===== src/rtl/lge_pkg.sv =====
`default_nettype none
package lge_pkg;

  localparam int MAX_COLS = 64;
  localparam int MAX_ROWS = 64;
  localparam int COL_W = $clog2(MAX_COLS);
  localparam int ROW_W = $clog2(MAX_ROWS);
  localparam int DIM_W = 7;
  localparam int ADDR_W = ROW_W + 1;
  localparam int DEPTH = 2 * MAX_ROWS;
  localparam int CFG_IDX_W = 4;
  localparam int IN_W = 16;
  localparam int OUT_W = 8;

  typedef logic [MAX_COLS-1:0] row_t;
  typedef logic [DIM_W-1:0] dim_t;

  localparam logic [CFG_IDX_W-1:0] CFG_GRID_WIDTH = CFG_IDX_W'(0);
  localparam logic [CFG_IDX_W-1:0] CFG_GRID_HEIGHT = CFG_IDX_W'(1);

  localparam dim_t DIM_RESET = DIM_W'(64);

  typedef enum logic [1:0] {
    OP_WRITE   = 2'd0,
    OP_READ    = 2'd1,
    OP_ADVANCE = 2'd2,
    OP_NOP     = 2'd3
  } op_e;

  typedef enum logic [2:0] {
    ST_IDLE,
    ST_CELL_RD,
    ST_CELL_MOD,
    ST_ADV,
    ST_FIN
  } state_e;

endpackage
`default_nettype wire


===== src/rtl/lge_row_rule.sv =====
`default_nettype none
module lge_row_rule (
  input  wire logic [lge_pkg::MAX_COLS-1:0] up_i,
  input  wire logic [lge_pkg::MAX_COLS-1:0] mid_i,
  input  wire logic [lge_pkg::MAX_COLS-1:0] dn_i,
  input  wire logic [lge_pkg::DIM_W-1:0]    width_i,
  output      logic [lge_pkg::MAX_COLS-1:0] row_o
);
  import lge_pkg::*;

  logic [COL_W-1:0] wlast;
  logic [DIM_W-1:0] wm1;

  assign wm1 = width_i - DIM_W'(1);
  assign wlast = wm1[COL_W-1:0];

  for (genvar c = 0; c < MAX_COLS; c++) begin : g_lane
    logic ul, ur, ml, mr, dl, dr;
    logic [3:0] n;

    if (c == 0) begin : g_first
      assign ul = up_i[wlast];
      assign ml = mid_i[wlast];
      assign dl = dn_i[wlast];
    end else begin : g_inner_l
      assign ul = up_i[c-1];
      assign ml = mid_i[c-1];
      assign dl = dn_i[c-1];
    end

    if (c == MAX_COLS - 1) begin : g_last
      assign ur = up_i[0];
      assign mr = mid_i[0];
      assign dr = dn_i[0];
    end else begin : g_inner_r
      assign ur = (wlast == COL_W'(c)) ? up_i[0] : up_i[c+1];
      assign mr = (wlast == COL_W'(c)) ? mid_i[0] : mid_i[c+1];
      assign dr = (wlast == COL_W'(c)) ? dn_i[0] : dn_i[c+1];
    end

    assign n = 4'(ul) + 4'(up_i[c]) + 4'(ur) + 4'(ml) + 4'(mr)
             + 4'(dl) + 4'(dn_i[c]) + 4'(dr);

    assign row_o[c] = (DIM_W'(c) < width_i) &&
                      ((mid_i[c] && n == 4'd2) || n == 4'd3);
  end

endmodule
`default_nettype wire


===== config.mk =====
export PLATFORM = sky130hd
export DESIGN_NAME = lge_row_rule
export DESIGN_NICKNAME = d
export VERILOG_FILES = /design/src/rtl/lge_pkg.sv /design/src/rtl/lge_row_rule.sv
export SDC_FILE = /design/constraint.sdc
export NUM_CORES = 1
export LEC_CHECK = 0
export ABC_CLOCK_PERIOD_IN_PS = 5700
export BUFFER_PORTS_ARGS = -buffer_cell sky130_fd_sc_hd__buf_4
export CAP_MARGIN = 20
export CORE_MARGIN = 5
export CORE_UTILIZATION = 40
export DETAILED_ROUTE_END_ITERATION = 8
export PLACE_DENSITY = 0.59
export SYNTH_ARGS = -nofsm -noshare
export SYNTH_HDL_FRONTEND = slang
export SYNTH_SLANG_ARGS = --single-unit

===== constraint.sdc =====
create_clock -name vclk -period 5.7
set_input_delay 0 -clock vclk [all_inputs]
set_output_delay 0 -clock vclk [all_outputs]
set_load 0.01 [all_outputs]

==> results.sh, run 1 <==
export IMPL_syn_nets=2120
export IMPL_placementRows=70
export IMPL_worstSetupStartpoint="width_i[0]"
export IMPL_slew_viol_final=0
export IMPL_drt_pass1_iter_count=5
export IMPL_sw_frac_of_total_pct=54.14
export IMPL_cts_resized=0
export IMPL_initial_core_util_pct=40.62
export IMPL_holdBufCountCts=0
export IMPL_synthCells=1468
export IMPL_intPower_mw=1.323
export IMPL_grt_pass1_vias=13625
export IMPL_final_cell_mix="280 x buf_4, 256 x fa_1, 205 x inv_1"
export IMPL_finalWorstSetupSlack_ns=0.5456
export IMPL_pwr_density_cell_nw_per_um2=165.9
export IMPL_cp_required_ns=5.70
export IMPL_place_ws_ns=0.6042
export IMPL_critPathMaxFanout=16
export IMPL_syn_to_final_growth_pct=16.30
export IMPL_irDropWorstVdd_mv=0.1151
export IMPL_die_area_sq_um=41320
export IMPL_wl_per_cell_microns=23.79
export IMPL_gp_congestion=0.9073
export IMPL_syn_avg_cell_area_sq_um=10.18
export IMPL_relSlewSlack_pct=27.53
export IMPL_end_kind="output port"
export IMPL_multi_input_area_sq_um=13920
export IMPL_crit_path_start_kind="primary input"
export IMPL_drv_cap=0
export IMPL_p_sw_mw=1.561
export IMPL_rsz0062_at_grt="false"
export IMPL_ys_warn_count=0
export IMPL_dp_hpwl_microns=43290
export IMPL_worstPathArrival_ns=5.15
export IMPL_run_status="completed"
export IMPL_portBuffers=263
export IMPL_p_clk_share_pct=0
export IMPL_ios=263
export IMPL_num_fill_cells=3542
export IMPL_drc=0
export IMPL_yosysSeqAreaShare_pct=0
export IMPL_fmax_mhz=194.0
export IMPL_comb_power_share_pct=100.0
export IMPL_track_usage_pct=24.61
export IMPL_drive_gt1_share_pct=26.33
export IMPL_antenna_left=0
export IMPL_period_needed_ns=5.154
export IMPL_setup_viol=0
export IMPL_grt_first_pass_wirelength_microns=79760
export IMPL_tightest_slew_ns=1.083
export IMPL_min_from="mid_i[31]"
export IMPL_drt_initial_drc_count=847
export IMPL_nets=2348
export IMPL_cts_setup_buffers=0
export IMPL_finalSetupTns_ns=0
export IMPL_synth_distinct_cells=53
export IMPL_nClkBuffers=0
export IMPL_pwr_share_seq_pct=0
export IMPL_netlist_area_sq_um=14940
export IMPL_die_h_microns=203.3
export IMPL_viasPerCell=5.778
export IMPL_seq_area_sq_um=0
export IMPL_hold_class="primary input to output port"
export IMPL_vias=12504
export IMPL_power_leakage_nw=8.991
export IMPL_die_w_microns=203.3
export IMPL_drt_total_wl_microns=51480
export IMPL_fp_coreArea_sq_um=36790
export IMPL_antenna_found_initial=3
export IMPL_fin_crit_sh_pct=90.43
export IMPL_seq_cells=0
export IMPL_crit_type="primary input to output port"
export IMPL_overflow=0
export IMPL_hold_viol_final=0
export IMPL_grt_max_degree=68
export IMPL_final_common_cell="buf_4"
-- power groups by stage --
stage / Combinational, mW / Clock (mW) / Sequential [mW]
after floorplan: 1.90 / 0 / 0
after global placement: 2.78 / 0 / 0
after detailed placement: 2.89 / 0 / 0
after CTS: 2.90 / 0 / 0
after global routing: 3.31 / 0 / 0
final: 2.88 / 0.0000000470 / 0
-- critical path, stage by stage --
cell and delay, ns:
buf_4 0.24, inv_1 0.18, ha_1 0.34, or2_2 0.32
o21ai_0 0.22, o2bb2ai_1 0.20, and2_2 0.29, nand2_1 0.15
mux2_2 0.31, fa_1 0.48, inv_1 0.06, fa_1 0.50
fa_1 0.55, inv_1 0.04, ha_1 0.22, fa_1 0.39
o21ai_0 0.15, o21ai_0 0.10, nor2_1 0.25, buf_4 0.18
-- logic make-up (layout without fill, tap and decap cells) --
logic type | after synthesis | count (layout) | synth area share [%]
xor gates and xnor gates | 3 | 3 | 0.1759
adders and majority gates | 453 | 453 | 50.79
other | 0 | 2 | 0
AOI/OAI and AO/OA | 252 | 252 | 10.37
buffers and inverters | 259 | 485 | 6.933
and+or+nand+nor | 252 | 252 | 9.445
muxes | 249 | 249 | 22.28
-- final cells by class --
type	count	area share, %
antenna	2	0.02880
inverter	205	4.428
multi-input combinational	1209	80.08
tap	468	3.369
timing repair buffer	280	12.10
-- Yosys cell counts, types with 3 or more instances --
| cell | instances | share of area [%] |
|---|---|---|
| mux2_4 | 15 | 1.5 |
| nand2b_1 | 10 | 0.42 |
| or2_2 | 5 | 0.21 |
| o221ai_1 | 9 | 0.53 |
| mux2_2 | 49 | 3.7 |
| buf_2 | 5 | 0.17 |
| mux2i_1 | 129 | 8.6 |
| nand4_1 | 3 | 0.13 |
| a21oi_1 | 95 | 3.2 |
| buf_1 | 5 | 0.13 |
| buf_6 | 5 | 0.38 |
| nand3_1 | 63 | 2.1 |
| nand2_1 | 58 | 1.5 |
| o2111ai_1 | 21 | 1.2 |
| a22o_1 | 4 | 0.23 |
| mux4_2 | 56 | 8.4 |
| a31oi_1 | 4 | 0.17 |
| o2111a_1 | 5 | 0.38 |
| fa_1 | 256 | 34 |
| o21a_1 | 16 | 0.80 |
| and2_2 | 4 | 0.20 |
| nor2_1 | 38 | 0.95 |
| nor3_1 | 17 | 0.57 |
| and2b_1 | 6 | 0.30 |
| ha_1 | 197 | 16 |
| nand2_4 | 28 | 2.1 |
| nand3b_1 | 3 | 0.15 |
| inv_1 | 205 | 5.1 |
| clkbuf_1 | 37 | 0.93 |
| and2_1 | 5 | 0.21 |
| o21ai_0 | 77 | 2.6 |
| o211ai_1 | 13 | 0.65 |
-- path summary, 6_finish.rpt --
check,depth (start not counted),end,slack (ns)
hold / removal,3,row_o[31],0.41
setup / recovery,20,row_o[0],0.55
-- through the flow --
step	power (mW)	cell area (sq um)	std cells	hold WS [ns]	util, %
floorplan	1.899	14940	1468	0.1259	-
global placement	2.781	17370	2162	0.4141	47.23
detailed placement	2.887	17370	2162	0.4163	47.23
CTS	2.905	17370	2162	0.4172	47.23
global route	3.305	17370	2162	0.4247	47.23
finish	2.884	17380	2164	0.4097	47.24
-- layer usage --
layer  GRT usage (%)  wire length [microns]  vias to the layer above
met5               0                     20                        -
met4           6.601                   1752                        2
met3           5.279                   4236                       92
met2           40.08                  23860                      501
met1           33.48                  21600                     6281
li1                -                      -                     5628
(Power assumes the default switching activity.)
==> run 2: changes to the inputs <==
BUFFER_PORTS_ARGS = -buffer_cell sky130_fd_sc_hd__buf_2   (was -buffer_cell sky130_fd_sc_hd__buf_4)
CORE_MARGIN = 2   (was 5)
==> run 2 against run 1 <==
Net effect: combinational power shrank 4%; critical path depth shrank 2; design area shrank 3.3%; non-clock buffer count grew 8; utilization shrank 1.4 points; die area shrank 5.8%; global-route usage grew 2.0 points; via count grew 1.5%; routed wire length shrank 0.73%; critical path type unchanged; largest power group unchanged; highest routed layer unchanged.
==> results.sh, run 2 (synthesis results as in run 1) <==
export IMPL_period_needed_ns=4.997
export IMPL_drt_pass1_iter_count=5
export IMPL_drv_cap=0
export IMPL_ios=263
export IMPL_hold_class="primary input to output port"
export IMPL_critical_path_top_delay_family="adder cells"
export IMPL_drt_initial_drc_count=832
export IMPL_grt_max_degree=44
export IMPL_syn_to_final_growth_pct=12.48
export IMPL_die_w_microns=197.3
export IMPL_relSlewSlack_pct=24.67
export IMPL_cts_resized=0
export IMPL_setup_viol=0
export IMPL_nClkBuffers=0
export IMPL_crit_type="primary input to output port"
export IMPL_portBuffers=263
export IMPL_hold_viol_final=0
export IMPL_irDropWorstVdd_mv=0.09565
export IMPL_power_total_mw=2.761
export IMPL_final_common_cell="buf_2"
export IMPL_crit_buf_inv=5
export IMPL_critPathMaxFanout=13
export IMPL_vias=12696
export IMPL_viasPerCell=5.837
export IMPL_slew_viol_final=0
export IMPL_end_kind="output port"
export IMPL_drc=0
export IMPL_run_status="completed"
export IMPL_final_cell_mix="262 x buf_2, 256 x fa_1, 205 x inv_1"
export IMPL_drive_gt1_share_pct=26.67
export IMPL_dp_hpwl_microns=43450
export IMPL_rsz0062_at_grt="false"
export IMPL_drt_total_wl_microns=51100
export IMPL_crit_path_start_kind="primary input"
export IMPL_cp_required_ns=5.70
export IMPL_wl_per_cell_microns=23.49
export IMPL_fin_crit_sh_pct=87.67
export IMPL_pwr_density_cell_nw_per_um2=164.2
export IMPL_cts_setup_buffers=0
export IMPL_gp_congestion=0.9250
export IMPL_crit_path_frequent_cell="fa_1"
export IMPL_fmax_mhz=200.1
export IMPL_seq_area_sq_um=0
export IMPL_placementRows=70
export IMPL_final_area_sq_um=16810
export IMPL_crit_path_top_delay_cell="a21boi_4"
export IMPL_final_util_pct=45.80
export IMPL_grt_first_pass_wirelength_microns=79000
export IMPL_num_fill_cells=3541
export IMPL_track_usage_pct=26.66
export IMPL_antenna_left=0
export IMPL_initial_core_util_pct=40.72
export IMPL_finalSetupTns_ns=0
export IMPL_worstPathArrival_ns=5.00
export IMPL_crit_chain="buf_2 > inv_1 > ha_1 > nor3b_1 > xor2_1 > a21boi_4 > buf_4 > nand2_1 > mux2i_1 > fa_1 > inv_1 > fa_1 > ha_1 > fa_1 > o21ai_0 > o2111ai_1 > nor2_1 > buf_2"
export IMPL_die_h_microns=197.3
export IMPL_tightest_slew_ns=1.130
export IMPL_overflow=0
export IMPL_antenna_found_initial=9
export IMPL_nets=2356
export IMPL_seq_cells=0
export IMPL_cp_slowest_stage_delay_ns=0.63
export IMPL_fp_coreArea_sq_um=36700
export IMPL_power_leakage_nw=8.853
export IMPL_placed_cell_area_sq_um=16780
export IMPL_grt_pass1_vias=13454
export IMPL_die_area_sq_um=38920
export IMPL_holdBufCountCts=0
[run 2: cell count changes in the layout (fill, tap and decap cells not counted), sizes merged]
cell	previous run	this run
diode	2	5
buf	280	288
[run 2: routing by layer]
| metal | global-route usage (%) | wire [microns] |
|---|---|---|
| met3 | 5.378 | 4224 |
| met1 | 35.99 | 21460 |
| met2 | 43.14 | 23660 |
| met5 | 0 | 56 |
| met4 | 8.243 | 1700 |
[run 2: layout make-up]
class | instances | area (sq um) | share of cell area [%]
multi-input cells | 1209 | 13920 | 82.80
repair buffers | 288 | 1523 | 9.060
inverters | 205 | 769.5 | 4.578
diodes | 5 | 12.51 | 0.07444
well taps | 468 | 585.6 | 3.484
[run 2: worst paths after layout]
check | start | end | slack (ns) | cells after the start
max | width_i[1] | row_o[48] | 0.70 | 18
min | mid_i[31] | row_o[31] | 0.44 | 3
[run 2: report_power, final]
group | internal [mW] | switching, mW | total, mW
Clock | 0.000000117 | 0 | 0.000000117
Sequential | 0 | 0 | 0
Combinational | 1.21 | 1.55 | 2.76
[run 2: through the flow]
stage | setup WS (ns) | hold slack, ns | std cells
floorplan | 0.5657 | 0.1259 | 1468
global placement | 0.8212 | 0.4400 | 2169
detailed placement | 0.7795 | 0.4392 | 2169
CTS | 0.7548 | 0.4405 | 2169
global route | 0.3672 | 0.4515 | 2172
finish | 0.7029 | 0.4362 | 2175
